File: config.mk
export PLATFORM = sky130hd
export DESIGN_NAME = length_prefixed_frame_receiver_flat
export DESIGN_NICKNAME = d
export VERILOG_FILES = /design/src/sv/lpfr_pkg.sv /design/src/sv/lpfr_if.sv /design/src/sv/length_prefixed_frame_receiver.sv /design/src/sv/lpfr_in_reg.sv /design/src/sv/lpfr_core.sv /design/src/flat_wrapper.sv
export SDC_FILE = /design/constraint.sdc
export NUM_CORES = 1
export LEC_CHECK = 0
export BUFFER_PORTS_ARGS = -buffer_cell sky130_fd_sc_hd__buf_2
export CAP_MARGIN = 20
export CORE_MARGIN = 2
export CORE_UTILIZATION = 50
export CTS_CLUSTER_SIZE = 16
export DETAILED_ROUTE_END_ITERATION = 8
export PLACE_DENSITY = 0.73
export SYNTH_ARGS = -nofsm -noshare
export SYNTH_HDL_FRONTEND = slang
export SYNTH_SLANG_ARGS = --single-unit
File: constraint.sdc
create_clock -name i_clk -period 4.8 [get_ports i_clk]
set_clock_uncertainty 0.05 [all_clocks]
set_input_delay 0 -clock i_clk [delete_from_list [all_inputs] [get_ports i_clk]]
set_output_delay 0 -clock i_clk [all_outputs]
set_load 0.005 [all_outputs]
File: src/sv/lpfr_pkg.sv
// Shared constants, types and helpers of the length-prefixed frame receiver.
package lpfr_pkg;

    localparam int unsigned BYTE_W     = 8;
    localparam int unsigned LEN_W      = 21;
    localparam int unsigned EVENT_W    = 3;
    localparam int unsigned LENGTH_CHARS = 6;

    localparam logic [BYTE_W-1:0] START_BYTE  = 8'h24;
    localparam logic [LEN_W-1:0]  LENGTH_INIT = LEN_W'(200);

    typedef enum logic [EVENT_W-1:0] {
        EV_IDLE  = 3'd0,
        EV_START = 3'd1,
        EV_LEN   = 3'd2,
        EV_DATA  = 3'd3,
        EV_GOOD  = 3'd4,
        EV_BAD   = 3'd5
    } t_event;

    function automatic logic [3:0] digit_of(input logic [BYTE_W-1:0] b);
        logic [3:0] d;
        d = 4'd0;
        if (b >= 8'h30 && b <= 8'h39) begin
            d = 4'(b - 8'h30);
        end else if (b >= 8'h61 && b <= 8'h66) begin
            d = 4'(b - 8'h57);
        end else if (b >= 8'h41 && b <= 8'h46) begin
            d = 4'(b - 8'h37);
        end
        return d;
    endfunction

endpackage

File: src/sv/lpfr_if.sv
// Request channels of the frame receiver: received bytes in, events out.
interface lpfr_byte_if import lpfr_pkg::*; ();
    logic              valid;
    logic              ready;
    logic [BYTE_W-1:0] rx_byte;

    modport source (output valid, output rx_byte, input ready);
    modport sink   (input valid, input rx_byte, output ready);
endinterface

interface lpfr_event_if import lpfr_pkg::*; ();
    logic               valid;
    logic               ready;
    logic [EVENT_W-1:0] event_res;
    logic [BYTE_W-1:0]  data_byte;
    logic [LEN_W-1:0]   payload_offset;
    logic [LEN_W-1:0]   frame_length;
    logic [BYTE_W-1:0]  checksum_value;

    modport source (output valid, output event_res, output data_byte, output payload_offset,
                    output frame_length, output checksum_value, input ready);
    modport sink   (input valid, input event_res, input data_byte, input payload_offset,
                    input frame_length, input checksum_value, output ready);
endinterface

File: src/sv/length_prefixed_frame_receiver.sv
// Top level of the length-prefixed frame receiver with XOR checksum.
//
//   port   dir  payload                                                    width
//   i_rx   in   rx_byte                                                    8
//   o_evt  out  event_res, data_byte, payload_offset, frame_length,        3/8/21/21/8
//               checksum_value
//
// One byte request is taken every cycle unless o_evt stalls; each yields one event
// through the input register, then the parse logic into the result register.
// Synchronous active-low reset clears the parse state; length starts at 200.
// A stall on o_evt backs up through both registers to i_rx.ready in the same cycle.
module length_prefixed_frame_receiver import lpfr_pkg::*; #(
    parameter int unsigned LEN_CHARS = LENGTH_CHARS
) (
    input  logic         i_clk,
    input  logic         i_rst_n,
    lpfr_byte_if.sink    i_rx,
    lpfr_event_if.source o_evt
);

    lpfr_byte_if u_mid ();

    lpfr_in_reg u_in_reg (
        .i_clk   (i_clk),
        .i_rst_n (i_rst_n),
        .i_byte  (i_rx),
        .o_byte  (u_mid.source)
    );

    lpfr_core #(
        .LEN_CHARS (LEN_CHARS)
    ) u_core (
        .i_clk   (i_clk),
        .i_rst_n (i_rst_n),
        .i_byte  (u_mid.sink),
        .o_evt   (o_evt)
    );

endmodule

File: src/sv/lpfr_in_reg.sv
// Input register stage: holds one received byte request for the frame core.
module lpfr_in_reg import lpfr_pkg::*; (
    input  logic        i_clk,
    input  logic        i_rst_n,
    lpfr_byte_if.sink   i_byte,
    lpfr_byte_if.source o_byte
);

    logic              r_valid;
    logic [BYTE_W-1:0] r_byte;
    logic              n_valid;

    assign i_byte.ready   = !r_valid || o_byte.ready;
    assign o_byte.valid   = r_valid;
    assign o_byte.rx_byte = r_byte;

    always_comb begin
        n_valid = r_valid;
        if (i_byte.ready) begin
            n_valid = i_byte.valid;
        end
    end

    always_ff @(posedge i_clk) begin
        if (!i_rst_n) begin
            r_valid <= 1'b0;
        end else begin
            r_valid <= n_valid;
        end
        if (i_byte.valid && i_byte.ready) begin
            r_byte <= i_byte.rx_byte;
        end
    end

endmodule

File: src/sv/lpfr_core.sv
// Frame core: parse state, per-byte event decode and the result register.
module lpfr_core import lpfr_pkg::*; #(
    parameter int unsigned LEN_CHARS = LENGTH_CHARS
) (
    input  logic         i_clk,
    input  logic         i_rst_n,
    lpfr_byte_if.sink    i_byte,
    lpfr_event_if.source o_evt
);

    logic               r_in_frame;
    logic [LEN_W-1:0]   r_position;
    logic [LEN_W-1:0]   r_length_value;
    logic               r_length_ended;
    logic [BYTE_W-1:0]  r_running_xor;

    logic               r_out_valid;
    t_event             r_event;
    logic [BYTE_W-1:0]  r_data_byte;
    logic [LEN_W-1:0]   r_offset;
    logic [LEN_W-1:0]   r_flen;
    logic [BYTE_W-1:0]  r_csum;

    logic               n_in_frame;
    logic [LEN_W-1:0]   n_position;
    logic [LEN_W-1:0]   n_length_value;
    logic               n_length_ended;
    logic [BYTE_W-1:0]  n_running_xor;
    logic               n_out_valid;
    t_event             n_event;
    logic [LEN_W-1:0]   n_offset;
    logic [LEN_W-1:0]   n_flen;
    logic [BYTE_W-1:0]  n_csum;

    logic               take;
    logic [BYTE_W-1:0]  b;
    logic [LEN_W-1:0]   rel_pos;
    logic [BYTE_W-1:0]  xor_next;

    assign i_byte.ready = !r_out_valid || o_evt.ready;
    assign take         = i_byte.valid && i_byte.ready;
    assign b            = i_byte.rx_byte;
    assign rel_pos      = r_position - LEN_W'(LEN_CHARS);
    assign xor_next     = r_running_xor ^ b;

    always_comb begin
        n_in_frame     = r_in_frame;
        n_position     = r_position;
        n_length_value = r_length_value;
        n_length_ended = r_length_ended;
        n_running_xor  = r_running_xor;
        n_event        = EV_IDLE;
        n_offset       = '0;
        n_flen         = '0;
        n_csum         = '0;
        if (b == START_BYTE) begin
            n_in_frame     = 1'b1;
            n_position     = '0;
            n_length_value = '0;
            n_length_ended = 1'b0;
            n_running_xor  = '0;
            n_event        = EV_START;
        end else if (r_in_frame) begin
            if (r_position < LEN_W'(LEN_CHARS)) begin
                if (b == '0) begin
                    n_length_ended = 1'b1;
                end else if (!r_length_ended) begin
                    n_length_value = (r_length_value << 3) + (r_length_value << 1)
                                   + LEN_W'(digit_of(b));
                end
                n_position = r_position + LEN_W'(1);
                n_event    = EV_LEN;
            end else if (rel_pos < r_length_value) begin
                n_running_xor = xor_next;
                n_offset      = rel_pos;
                n_flen        = r_length_value;
                n_csum        = xor_next;
                n_position    = r_position + LEN_W'(1);
                n_event       = EV_DATA;
            end else begin
                n_flen     = r_length_value;
                n_csum     = r_running_xor;
                n_event    = (b == r_running_xor) ? EV_GOOD : EV_BAD;
                n_in_frame = 1'b0;
                n_position = '0;
            end
        end
    end

    always_comb begin
        n_out_valid = r_out_valid;
        if (i_byte.ready) begin
            n_out_valid = i_byte.valid;
        end
    end

    always_ff @(posedge i_clk) begin
        if (!i_rst_n) begin
            r_in_frame     <= 1'b0;
            r_position     <= '0;
            r_length_value <= LENGTH_INIT;
            r_length_ended <= 1'b0;
            r_running_xor  <= '0;
            r_out_valid    <= 1'b0;
        end else begin
            r_out_valid <= n_out_valid;
            if (take) begin
                r_in_frame     <= n_in_frame;
                r_position     <= n_position;
                r_length_value <= n_length_value;
                r_length_ended <= n_length_ended;
                r_running_xor  <= n_running_xor;
            end
        end
        if (take) begin
            r_event     <= n_event;
            r_data_byte <= b;
            r_offset    <= n_offset;
            r_flen      <= n_flen;
            r_csum      <= n_csum;
        end
    end

    assign o_evt.valid          = r_out_valid;
    assign o_evt.event_res      = r_event;
    assign o_evt.data_byte      = r_data_byte;
    assign o_evt.payload_offset = r_offset;
    assign o_evt.frame_length   = r_flen;
    assign o_evt.checksum_value = r_csum;

endmodule

File: src/flat_wrapper.sv
// flat-port wrapper written by rule: the top's interface ports become plain ports
module length_prefixed_frame_receiver_flat import lpfr_pkg::*;
#(
    parameter int unsigned LEN_CHARS = LENGTH_CHARS
)
  (i_clk, i_rst_n, i_rx_valid, i_rx_rx_byte, i_rx_ready, o_evt_valid, o_evt_event_res, o_evt_data_byte, o_evt_payload_offset, o_evt_frame_length, o_evt_checksum_value, o_evt_ready);
  lpfr_byte_if i_rx_i ();
  lpfr_event_if o_evt_i ();
  input  logic i_clk;
  input  logic i_rst_n;
  input wire logic [$bits(i_rx_i.valid)-1:0] i_rx_valid;
  input wire logic [$bits(i_rx_i.rx_byte)-1:0] i_rx_rx_byte;
  output wire logic [$bits(i_rx_i.ready)-1:0] i_rx_ready;
  output wire logic [$bits(o_evt_i.valid)-1:0] o_evt_valid;
  output wire logic [$bits(o_evt_i.event_res)-1:0] o_evt_event_res;
  output wire logic [$bits(o_evt_i.data_byte)-1:0] o_evt_data_byte;
  output wire logic [$bits(o_evt_i.payload_offset)-1:0] o_evt_payload_offset;
  output wire logic [$bits(o_evt_i.frame_length)-1:0] o_evt_frame_length;
  output wire logic [$bits(o_evt_i.checksum_value)-1:0] o_evt_checksum_value;
  input wire logic [$bits(o_evt_i.ready)-1:0] o_evt_ready;
  assign i_rx_i.valid = i_rx_valid;
  assign i_rx_i.rx_byte = i_rx_rx_byte;
  assign i_rx_ready = i_rx_i.ready;
  assign o_evt_valid = o_evt_i.valid;
  assign o_evt_event_res = o_evt_i.event_res;
  assign o_evt_data_byte = o_evt_i.data_byte;
  assign o_evt_payload_offset = o_evt_i.payload_offset;
  assign o_evt_frame_length = o_evt_i.frame_length;
  assign o_evt_checksum_value = o_evt_i.checksum_value;
  assign o_evt_i.ready = o_evt_ready;
  length_prefixed_frame_receiver #(.LEN_CHARS(LEN_CHARS)) u_core (.i_clk(i_clk), .i_rst_n(i_rst_n), .i_rx(i_rx_i), .o_evt(o_evt_i));
endmodule
After elaboration in Yosys (flattened, before gate mapping)
Cells that the tools add are included.

cells by class
  $add $sub $neg = 7
  order comparisons = 8
  equal/unequal tests = 5
  multiplexer cells = 33
  bitwise operators = 3
  reductions and logical operators = 21

operator list
  operator                                                      number
  2-to-1 mux 21 bit                                             9
  2-to-1 mux 4 bit                                              8
  2-to-1 mux 8 bit                                              4
  adder 21 x 1 -> 21 bit (second input constant)                1
  adder 21 bit                                                  1
  adder 21 x 4 -> 21 bit                                        1
  less-than comparator 21 bit                                   1
  less-than comparator 21 x 3 -> 1 bit (second input constant)  1
  subtractor 21 x 3 -> 21 bit (second input constant)           1
  >= comparator 8 x 7 -> 1 bit (second input constant)          2
  <= comparator 8 x 7 -> 1 bit (second input constant)          2
  2-to-1 mux 1 bit                                              10
  equality test 8 x 6 -> 1 bit (second input constant)          1
  equality test 8 bit                                           1
  >= comparator 8 x 6 -> 1 bit (second input constant)          1
  <= comparator 8 x 6 -> 1 bit (second input constant)          1
  zero test 8 bit                                               1
  OR reduction 4 bit                                            2
  subtractor 4 x 3 -> 4 bit (second input constant)             2
  XOR 8 bit                                                     1
  nonzero test 2 bit                                            3
  logical AND 1 bit                                             5
  AND reduction 5 bit                                           1
  2-to-1 mux 2 bit                                              2
  11 further kinds                                              15

word-level totals
  flip-flop bits (word level) = 123
  output and inout port bits = 63

Longest topological paths before layout
Gate-level depths: netlist (run 1).

  depth in word-level cells = 16
  mapped depth = 19
  mapped depth without buffers = 18

Hierarchy
Synthesis (run 1) repeated with hierarchy kept, for this count alone.

second synthesis, totals
  cell total of the unflattened synthesis = 716
  area total of the unflattened synthesis = 7059.3 um2

modules (own cells, without submodules)
  module       instances  cells an instance  area an instance (um2)
  lpfr_core    1          703                6761.5
  lpfr_in_reg  1          13                 297.8

Worst setup path after synthesis (run 1)
OpenSTA, ideal clock, no wires.

  path kind = flip-flop to flip-flop
  start = reg u_core.u_in_reg.r_byte[0] (netlist: u_core.u_in_reg.o_byte.rx_byte[0])
  end = reg u_core.u_core.r_length_value[19]
  data arrival time = 4.196 ns
  required time = 4.616 ns
  path slack = 0.420 ns
  cell stages (with the launch flop) = 19
  cell sequence = edfxtp_1 clkbuf_1 inv_1 ha_1 inv_1 o311ai_0 a31oi_1 a21oi_1 fa_1 inv_1 ha_1 a21oi_1 o22ai_1 nor4_1 nor2_1 a221oi_1 nor2_1 and3_1 or4b_1

on the way
  word-level cells in the longest chain between the ends = 16
  elaborated cells between the ends (all ways) = 33
  classes of those cells = add/sub (4); order compare (6); eq/ne (3); mux (13); reduce/logical (7)

ends and longest elaborated chain
  element                                                                              line               RTL
  from (decl)                                                                          lpfr_in_reg.sv:10  logic [BYTE_W-1:0] r_byte;
  from (signal assigned)                                                               lpfr_in_reg.sv:31  r_byte <= i_byte.rx_byte;
  >= comparator 8 x 7 -> 1 bit / <= comparator 8 x 7 -> 1 bit (equally long branches)  lpfr_pkg.sv:28     end else if (b >= 8'h41 && b <= 8'h46) begin
  logical AND 1 bit                                                                    lpfr_pkg.sv:28
  2-to-1 mux 4 bit                                                                     lpfr_pkg.sv:28
  2-to-1 mux 4 bit                                                                     lpfr_pkg.sv:26     end else if (b >= 8'h61 && b <= 8'h66) begin
  2-to-1 mux 4 bit                                                                     lpfr_pkg.sv:24     if (b >= 8'h30 && b <= 8'h39) begin
  2-to-1 mux 4 bit                                                                     lpfr_core.sv:67    end else if (!r_length_ended) begin
  2-to-1 mux 4 bit                                                                     lpfr_core.sv:65    if (b == '0) begin
  2-to-1 mux 4 bit                                                                     lpfr_core.sv:64    if (r_position < LEN_W'(LEN_CHARS)) begin
  2-to-1 mux 4 bit                                                                     lpfr_core.sv:63    end else if (r_in_frame) begin
  2-to-1 mux 4 bit                                                                     lpfr_core.sv:56    if (b == START_BYTE) begin
  adder 21 x 4 -> 21 bit                                                               lpfr_core.sv:69    + LEN_W'(digit_of(b));
  2-to-1 mux 21 bit                                                                    lpfr_core.sv:67
  2-to-1 mux 21 bit                                                                    lpfr_core.sv:65
  2-to-1 mux 21 bit                                                                    lpfr_core.sv:64
  2-to-1 mux 21 bit                                                                    lpfr_core.sv:63
  2-to-1 mux 21 bit                                                                    lpfr_core.sv:56
  to (signal assigned)                                                                 lpfr_core.sv:110   r_length_value <= n_length_value;
  to (decl)                                                                            lpfr_core.sv:13    logic [LEN_W-1:0] r_length_value;

Parallel ways exist; a longest one is shown, timed or not. The select of a mux whose other input is x is not followed.
A chain may end at the register's enable or synchronous reset.

Final worst setup path (run 1)
Ends and elaborated chain as after synthesis.

==> results.yml, run 1 <==
grt:
  grt_antenna_before_repair: 0
  globalRouteOverflowTotal: 0
  first_global_vias: 5295
  grt_pass1_wl_mm: 25.9
  grt_max_degree: 60
  grt_util_all_layers_pct: 22.4
min_path:
  min_to: "u_core.u_in_reg.o_byte.rx_byte[0]"
  hp-start: "i_rx_rx_byte[0]"
  min_path_type: "primary input to register"
  min_path_cells: 2
sta:
  worst_pin_slew_ps: 1060
  finalSetupViolCount: 0
  rsz0062_at_grt: "no"
  clock.fmax_mhz: 222
  fin_setup_tns_ps: 0
  fin_crit_ps: 4500
  hold_violations: 0
  timing.final.crit_share_pct: 93.7
  drv_slew: 0
  timing.final.ws_setup_ps: 302
  max-slew-margin-rel_pct: 29.5
drt:
  drc: 0
  first_pass_iters: 5
  num_vias: 5540
  wirelength_mm: 16.0
  vias_per_cell: 5.59
  ant_nets: 0
  wire_per_inst_um: 16.2
  first_iter_violations: 320
setup_path:
  end_kind: "register"
  cp.arrival_ps: 4740
  cp_max_fo: 4
  r2r_cells: 18
  timing.rr.start: "u_core.u_in_reg.o_byte.rx_byte[0]"
  critPathKind: "register to register"
  start_kind: "register"
  rrSetupSlack_ps: 300
  r2r-end: "u_core.u_core.r_length_value[19]"
  required_ps: 5040
  critPathLaunch: "u_core.u_in_reg.o_byte.rx_byte[0]"
clock_tree:
  ctsHtreeMaxLevel: 4
  cts_hold_buf: 13
  clk_pin_slew_ps: 60
  cts_sinks: 123
  cts_tree: "built"
  cts_resized: 0
  clk_latency_ps: 420
  cts_max_path_buffers: 2
  clockRootBuffer: "clkbuf_16"
  cts_buffers: 17
  postCtsSetupBuffers: 0
power_and_ir_drop:
  power_density_nw_per_um2: 307
  p_int_mw: 2.05
  clkPwrFrac_pct: 51.6
  p_seq_share_pct: 45.1
  sw_frac_of_total_pct: 19.5
  p_leak_nw: 3.62
  peakVddDrop_mv: 0.197
  combPwrFrac_pct: 3.3
  p_switching_uw: 496
place:
  port_buffers: 74
  post-place-ws_ps: 433
  gp_congestion: 0.951
  hpwlAfterDp_mm: 11.4
floorplanning:
  initial_core_util_pct: 50.8
  core_area_um2: 13800
  dieHeight_um: 122
  dieArea_um2: 15000
  num_rows: 43
  io_pins: 75
  die_width_um: 122
status:
  status: "finished, final reports clean"
cells_and_area:
  syn_to_final_growth_pct: 18.3
  antenna_cells: 0
  drive_gt1_share_pct: 16.3
  finalNetCount: 873
synthesis:
  async_flop_share_pct: 0
  yosysUniqueCellTypes: 61
  syn_nets: 789
  synthFlopType: "edfxtp_1"
  yosys.area_share.simple_pct: 19.2
  synthXorXnorAreaFrac_pct: 7.13
  synth_fa_ha_area_share_pct: 11.5
  synth_seq_cells: 123
  syn_area_per_cell_um2: 9.80
  synth_compound_area_share_pct: 13.2
  yosysTopAreaCell: "edfxtp_1"
  synth_top_family_by_area: "simple AND/OR/NAND/NOR gates"
  synth.cell_area_um2: 7000
  yosys.area.top_type_share_pct: 29.6
  synthTopCellsByCount: "nor2_1, edfxtp_1, ha_1, nand2_1, dfxtp_1"
  synth-edff-count: 69
  synth_cells: 714
  synthTopCellsByArea: "edfxtp_1, dfxtp_1, ha_1"
  yosysWarningCount: 0
  yosys-mux-area-fraction_pct: 0
  synth_most_common_cell: "nor2_1"
  synth-seq-area-share_pct: 45.1
run:
  drv_cap: 0
[state kept, by name (all words and copies together), names as in the netlist]
register and flops:
u_core.u_core.o_evt.frame_length 21, u_core.u_core.r_in_frame 1, u_core.u_core.o_evt.event_res 3, u_core.u_core.r_length_value 21
u_core.u_core.o_evt.payload_offset 21, u_core.u_in_reg.o_byte.valid 1, u_core.u_core.r_running_xor 8, u_core.u_core.o_evt.data_byte 8
u_core.u_core.o_evt.checksum_value 8, u_core.u_core.r_position 21, u_core.u_core.o_evt.valid 1, u_core.u_in_reg.o_byte.rx_byte 8
u_core.u_core.r_length_ended 1
[critical path, stage by stage, from the launching register on]
cell and delay [ps]:
edfxtp_1 420, inv_1 80, ha_1 230, inv_1 90, o311ai_0 280, buf_4 180
a31oi_1 50, a21oi_1 200, fa_1 450, inv_1 110, ha_1 240, a21oi_1 180
o22ai_1 150, nor4_1 260, nor2_1 150, a221oi_1 430, nor2_1 120, and3_1 180
or4b_1 500
[how the worst max path moves through the flow]
stage | endpoint | slack (ps) | cells after the start
after floorplan | u_core.u_core.r_length_value[19] | 420 | 18
after global placement | u_core.u_core.r_length_value[19] | 520 | 18
after detailed placement | u_core.u_core.r_length_value[19] | 430 | 18
after CTS | u_core.u_core.r_length_value[19] | 370 | 18
after global routing | u_core.u_core.r_length_value[20] | 10 | 19
final | u_core.u_core.r_length_value[19] | 300 | 18
[cells by family after synthesis]
group | after synthesis
simple gates | 263
compound gates | 142
flops | 123
buf+inv | 66
fa+ha+maj | 63
xor+xnor | 57
[layer usage]
| layer | global-route usage [%] | routed length [um] | vias up |
|---|---|---|---|
| li1 | - | - | 2735 |
| met1 | 27.4 | 6890 | 2634 |
| met2 | 38.3 | 8010 | 146 |
| met3 | 4.55 | 757 | 25 |
| met4 | 9.77 | 367 | 0 |
| met5 | 0 | 0 | - |
[through the flow]
stage          cells  hold slack, ps  area, um2  util [%]  power, mW
5_1_grt          991             238       8280      60.1       2.62
6_report         991             240       8280      60.1       2.54
3_3_place_gp     946             128       7550      54.8       1.24
4_1_cts          991             223       8280      60.1       2.56
3_5_place_dp     946             129       7550      54.8       1.25
2_1_floorplan    714            48.9       7000         -       1.21
[layout make-up]
class                           instances  area [um2]
Clock inverter                          9         145
Sequential cell                       123        3150
Tap cell                              180         225
Multi-Input combinational cell        525        3580
Timing Repair Buffer                   97         588
Clock buffer                           23         458
Inverter                               34         128
Fill cell                            1164        5490
[power groups by stage]
stage	combinational, mW	clock, mW	sequential (mW)
4_1_cts	0.0851	1.33	1.15
6_report	0.0849	1.31	1.15
3_3_place_gp	0.0752	0	1.17
3_5_place_dp	0.0765	0	1.17
5_1_grt	0.0939	1.38	1.15
2_1_floorplan	0.0354	0	1.17
[cells in the final DEF (no fill, tap or decap), types with 13 or more instances in the layout]
cell and instances:
o21ai_0 33, inv_1 34, xor2_1 24, and3_1 33, nor2_1 81, clkbuf_16 17
buf_2 74, a21oi_1 39, dfxtp_1 54, nand3_1 22, edfxtp_1 69, dlygate4sd3_1 13
nand2_1 60, xnor2_1 33, ha_1 61
Power figures use the tool's default switching activity.
==> run 2: changes to the inputs <==
- PLACE_DENSITY: 0.73 -> 0.75
- clock period: 4.8 -> 4.03 ns (I/O delays scaled with it)
==> results.yml, run 2 (synthesis results as in run 1) <==
sta:
  hold_violations: 0
  max-slew-margin-rel_pct: 50.1
  clock.fmax_mhz: 255
  fin_crit_ps: 3930
  drv_slew: 0
  timing.final.crit_share_pct: 97.4
  worst_hold_slack_ps: 226
  finalSetupViolCount: 0
  rsz0062_at_grt: "yes"
  worst_pin_slew_ps: 749
power_and_ir_drop:
  power_density_nw_per_um2: 366
  clkPwrFrac_pct: 52.7
  peakVddDrop_mv: 0.267
  sw_frac_of_total_pct: 19.2
  p_switching_uw: 600
  combPwrFrac_pct: 3.7
  p_seq_share_pct: 43.6
  p_int_mw: 2.53
  p_leak_nw: 3.74
grt:
  grt_util_all_layers_pct: 23.1
  grt_pass1_wl_mm: 26.5
  globalRouteOverflowTotal: 0
  grt_antenna_before_repair: 0
  first_global_vias: 5471
  grt_max_degree: 48
place:
  gp_congestion: 0.875
  hpwlAfterDp_mm: 11.6
  dpl_cell_area_um2: 7720
  port_buffers: 74
cells_and_area:
  drive_gt1_share_pct: 20.1
  mostFrequentLayoutCell: "nor2_1"
  fillCellCount: 1111
  antenna_cells: 0
  syn_to_final_growth_pct: 22.3
  finish.instance_area_um2: 8560
  multi_input_area_um2: 3650
  final_cell_mix: "nor2_1, buf_2, edfxtp_1"
  regArea_um2: 3150
  finalNetCount: 894
floorplanning:
  die_width_um: 122
  dieHeight_um: 122
  io_pins: 75
  dieArea_um2: 15000
  initial_core_util_pct: 50.8
  num_rows: 43
  core_area_um2: 13800
min_path:
  min_path_type: "primary input to register"
  min_path_cells: 2
setup_path:
  start_kind: "register"
  cp_max_fo: 4
  crit_path_top_delay_cell: "fa_1"
  end_kind: "register"
  r2r_cells: 17
  required_ps: 4280
  crit_chain: "inv_1 -> ha_2 -> nor2_1 -> o21ai_1 -> and4b_2 -> a21oi_2 -> fa_1 -> inv_2 -> fa_2 -> a21o_1 -> a221o_1 -> o211ai_1 -> o211ai_1 -> a211o_1 -> a31oi_2 -> xnor2_1 -> o21ai_1"
  cp.arrival_ps: 4180
  cp_slowest_stage_delay_ps: 490
  critPathKind: "register to register"
drt:
  drc: 0
  first_iter_violations: 340
  wirelength_mm: 16.5
  vias_per_cell: 5.65
  num_vias: 5713
  first_pass_iters: 5
  wire_per_inst_um: 16.3
  ant_nets: 0
clock_tree:
  clockRootBuffer: "clkbuf_16"
  cts_max_path_buffers: 2
  cts_tree: "built"
  clk_pin_slew_ps: 60
  ctsHtreeMaxLevel: 4
  cts_sinks: 123
  clk_latency_ps: 430
  cts_buffers: 17
status:
  status: "finished, final reports clean"
run:
  drv_cap: 0
run 2: changes by cell type in the layout (fill, tap and decap cells not counted), sizes merged:
| cell | delta |
|---|---|
| bufinv | +1 |
| clkinv | -2 |
| buf | +21 |
| clkbuf | +1 |
run 2: worst max-delay path, delay by kind of cell, from the launching register on:
kind / cells / cell delay, ps
flip-flops: 1 / 440
buffers and inverters: 2 / 150
AO/OA/AOI/OAI: 9 / 1630
adder cells (fa/ha/maj): 3 / 1070
XOR/XNOR: 1 / 130
AND/OR/NAND/NOR: 2 / 330
run 2: stage by stage:
step           setup slack [ps]  cells  TNS [ps]  utilization, %  total power, mW
5_1_grt                   -70.3   1012      -106            62.1             3.23
2_1_floorplan              4.81    714         0               -             1.44
3_3_place_gp               56.4    964         0            56.1             1.49
3_5_place_dp              -51.3    964     -51.3            56.1             1.49
6_report                    103   1012         0            62.1             3.13
4_1_cts                    18.4   1010         0            61.8             3.15
run 2: what timing repair did:
item	CTS	global route
setup endpoints to repair	1	4
hold endpoints to repair	15	0
pin swaps	3	9
setup buffers	1	2
resized for setup	4	12
hold buffers	13	0
run 2: power groups by stage:
stage | Clock [mW] | Sequential (mW) | Combinational [mW]
final | 1.65 | 1.36 | 0.117
after global routing | 1.73 | 1.37 | 0.128
after CTS | 1.67 | 1.36 | 0.116
after detailed placement | 0 | 1.39 | 0.105
after global placement | 0 | 1.39 | 0.103
after floorplan | 0 | 1.39 | 0.0449
run 2: final timing paths:
path / from / to / slack (ps)
max: u_core.u_in_reg.o_byte.rx_byte[0] / u_core.u_core.r_length_value[20] / 100
min: i_rx_rx_byte[3] / u_core.u_in_reg.o_byte.rx_byte[3] / 230
max reg2reg: u_core.u_in_reg.o_byte.rx_byte[0] / u_core.u_core.r_length_value[20] / 100
min reg2reg: u_core.u_core.r_length_value[20] / u_core.u_core.r_length_value[20] / 420
run 2: layout make-up:
class,instances,area share [%]
Clock inverter,8,1.94
Clock buffer,24,5.51
Multi-Input combinational cell,525,42.7
Sequential cell,123,36.8
Inverter,34,1.49
Tap cell,180,2.63
Timing Repair Buffer,118,8.86
run 2: per-layer routing:
metal | wire, um | GRT usage, % | vias up
met5 | 0 | 0 | -
met4 | 342 | 8.19 | 0
met3 | 1080 | 5.90 | 39
met2 | 8330 | 40.9 | 211
met1 | 6740 | 26.9 | 2685
li1 | - | - | 2778
==> run 3: changes to the inputs <==
- ABC_AREA: unset -> 1
- GPL_ROUTABILITY_DRIVEN: unset -> 0
- SETUP_SLACK_MARGIN: unset -> 0.15
==> results.yml, run 3 <==
status:
  status: "finished, final reports clean"
setup_path:
  cp.arrival_ps: 3650
  cp_max_fo: 22
  start_kind: "register"
  end_kind: "register"
  required_ps: 4130
  critPathKind: "register to register"
grt:
  first_global_vias: 6336
  globalRouteOverflowTotal: 0
  grt_antenna_before_repair: 0
  grt_util_all_layers_pct: 23.6
  grt_pass1_wl_mm: 30.4
  grt_max_degree: 59
cells_and_area:
  fillCellCount: 1363
  final_cell_mix: "nand2_1, inv_1, nor2_1"
  antenna_cells: 0
  final_cells: 1258
  finalNetCount: 1132
  syn_to_final_growth_pct: 15.6
  mostFrequentLayoutCell: "nand2_1"
  drive_gt1_share_pct: 17.9
run:
  drv_cap: 0
power_and_ir_drop:
  p_leak_nw: 4.05
  power_density_nw_per_um2: 331
  peakVddDrop_mv: 0.279
clock_tree:
  clk_pin_slew_ps: 60
  cts_sinks: 123
  clk_latency_ps: 430
  cts_max_path_buffers: 2
  ctsHtreeMaxLevel: 4
  clockRootBuffer: "clkbuf_16"
  cts_tree: "built"
  cts_buffers: 17
drt:
  wire_per_inst_um: 14.6
  wirelength_mm: 18.4
  ant_nets: 0
  vias_per_cell: 5.30
  num_vias: 6662
  first_pass_iters: 6
  first_iter_violations: 494
  drc: 0
sta:
  finalSetupViolCount: 0
  fin_crit_ps: 3540
  worst_pin_slew_ps: 803
  timing.final.crit_share_pct: 87.9
  fin_setup_tns_ps: 0
  hold_violations: 0
  drv_slew: 0
  rsz0062_at_grt: "no"
  clock.fmax_mhz: 282
  max-slew-margin-rel_pct: 46.5
synthesis:
  yosysWarningCount: 0
  synthFlopType: "edfxtp_1"
  syn_nets: 1042
  yosysUniqueCellTypes: 45
  yosys.area.top_type_share_pct: 26.7
  synthTopCellsByCount: "nand2_1, inv_1, nor2_1, nand3_1, edfxtp_1"
  synth_seq_cells: 123
  synth.cell_area_um2: 7760
  synth-edff-count: 69
  async_flop_share_pct: 0
  synth-seq-area-share_pct: 40.6
  synth_cells: 967
  syn_area_per_cell_um2: 8.03
  synth_most_common_cell: "nand2_1"
  synthTopCellsByArea: "edfxtp_1, dfxtp_1, nand2_1"
  yosysTopAreaCell: "edfxtp_1"
floorplanning:
  initial_core_util_pct: 51.1
  die_width_um: 129
  io_pins: 75
  dieArea_um2: 16500
  core_area_um2: 15200
  num_rows: 45
  dieHeight_um: 129
place:
  port_buffers: 74
  dpl.cell_count: 1209
  hpwlAfterDp_mm: 13.3
min_path:
  min_path_type: "primary input to register"
run 3: kinds of logic after synthesis:
logic type,after synthesis,synth area share [%]
simple gates,486,28.9
buf+inv,160,8.71
flops,123,40.6
compound gates,108,8.40
fa+ha+maj,63,10.3
xor+xnor,27,3.05
run 3: area by class of cell:
cell class	instances	area [um2]	share of cell area, %
sequential	123	3150	35.2
clock inverter	13	115	1.28
tap	188	235	2.62
clock buffer	19	464	5.18
timing repair buffer	93	543	6.05
inverter	138	519	5.79
multi-input combinational	684	3940	43.9
run 3: where the power goes:
group          internal, mW  switching [mW]
Combinational        0.0420          0.0643
Sequential             1.35          0.0154
Clock                 0.900           0.590
Total                  2.30           0.670
run 3: critical path, cell delays in order, from the launching register on:
cell and delay (ps):
dfxtp_1 360, ha_1 250, inv_1 140, nand2_4 90, nor2_8 200, nand4_1 120
xor2_1 240, inv_1 70, ha_1 270, nand2_1 70, nor2_1 160, nand2_2 90
inv_1 50, nand2_1 210, nand3_2 290, inv_2 70, nand2_2 410, nand3_1 120
run 3: metal layers:
layer,share of wire [%],vias to the layer above,GRT usage [%]
met5,0,-,0
met4,2.1,0,9.91
met3,5.8,32,5.57
met2,48,210,39.5
met1,45,3067,29.5
li1,-,3353,-
run 3: through the flow:
stage | hold slack [ps] | worst slack, ps | instance area [um2] | util, % | power [mW]
6_report | 231 | 486 | 8970 | 59.0 | 2.97
3_3_place_gp | 126 | 449 | 8230 | 54.1 | 1.49
5_1_grt | 224 | 162 | 8970 | 59.0 | 3.06
4_1_cts | 214 | 358 | 8920 | 58.7 | 2.98
3_5_place_dp | 128 | 388 | 8230 | 54.1 | 1.49
2_1_floorplan | 48.9 | 825 | 7760 | - | 1.44
run 3: path summary, 6_finish.rpt:
path,from,end,slack (ps),cells past startpoint
max reg2reg,u_core.u_core.r_position[1],u_core.u_core.o_evt.event_res[0],490,17
min reg2reg,u_core.u_core.r_length_value[20],u_core.u_core.r_length_value[20],420,2
min,i_rx_rx_byte[7],u_core.u_in_reg.o_byte.rx_byte[7],230,2
max,u_core.u_core.r_position[1],u_core.u_core.o_evt.event_res[0],490,17
run 3: repair_timing:
action | in CTS | in global routing
endpoints found under the setup margin | 0 | 7
gates resized for setup | 0 | 2
hold buffers | 12 | 0
setup buffers | 0 | 5
endpoints found under the hold margin | 26 | 0
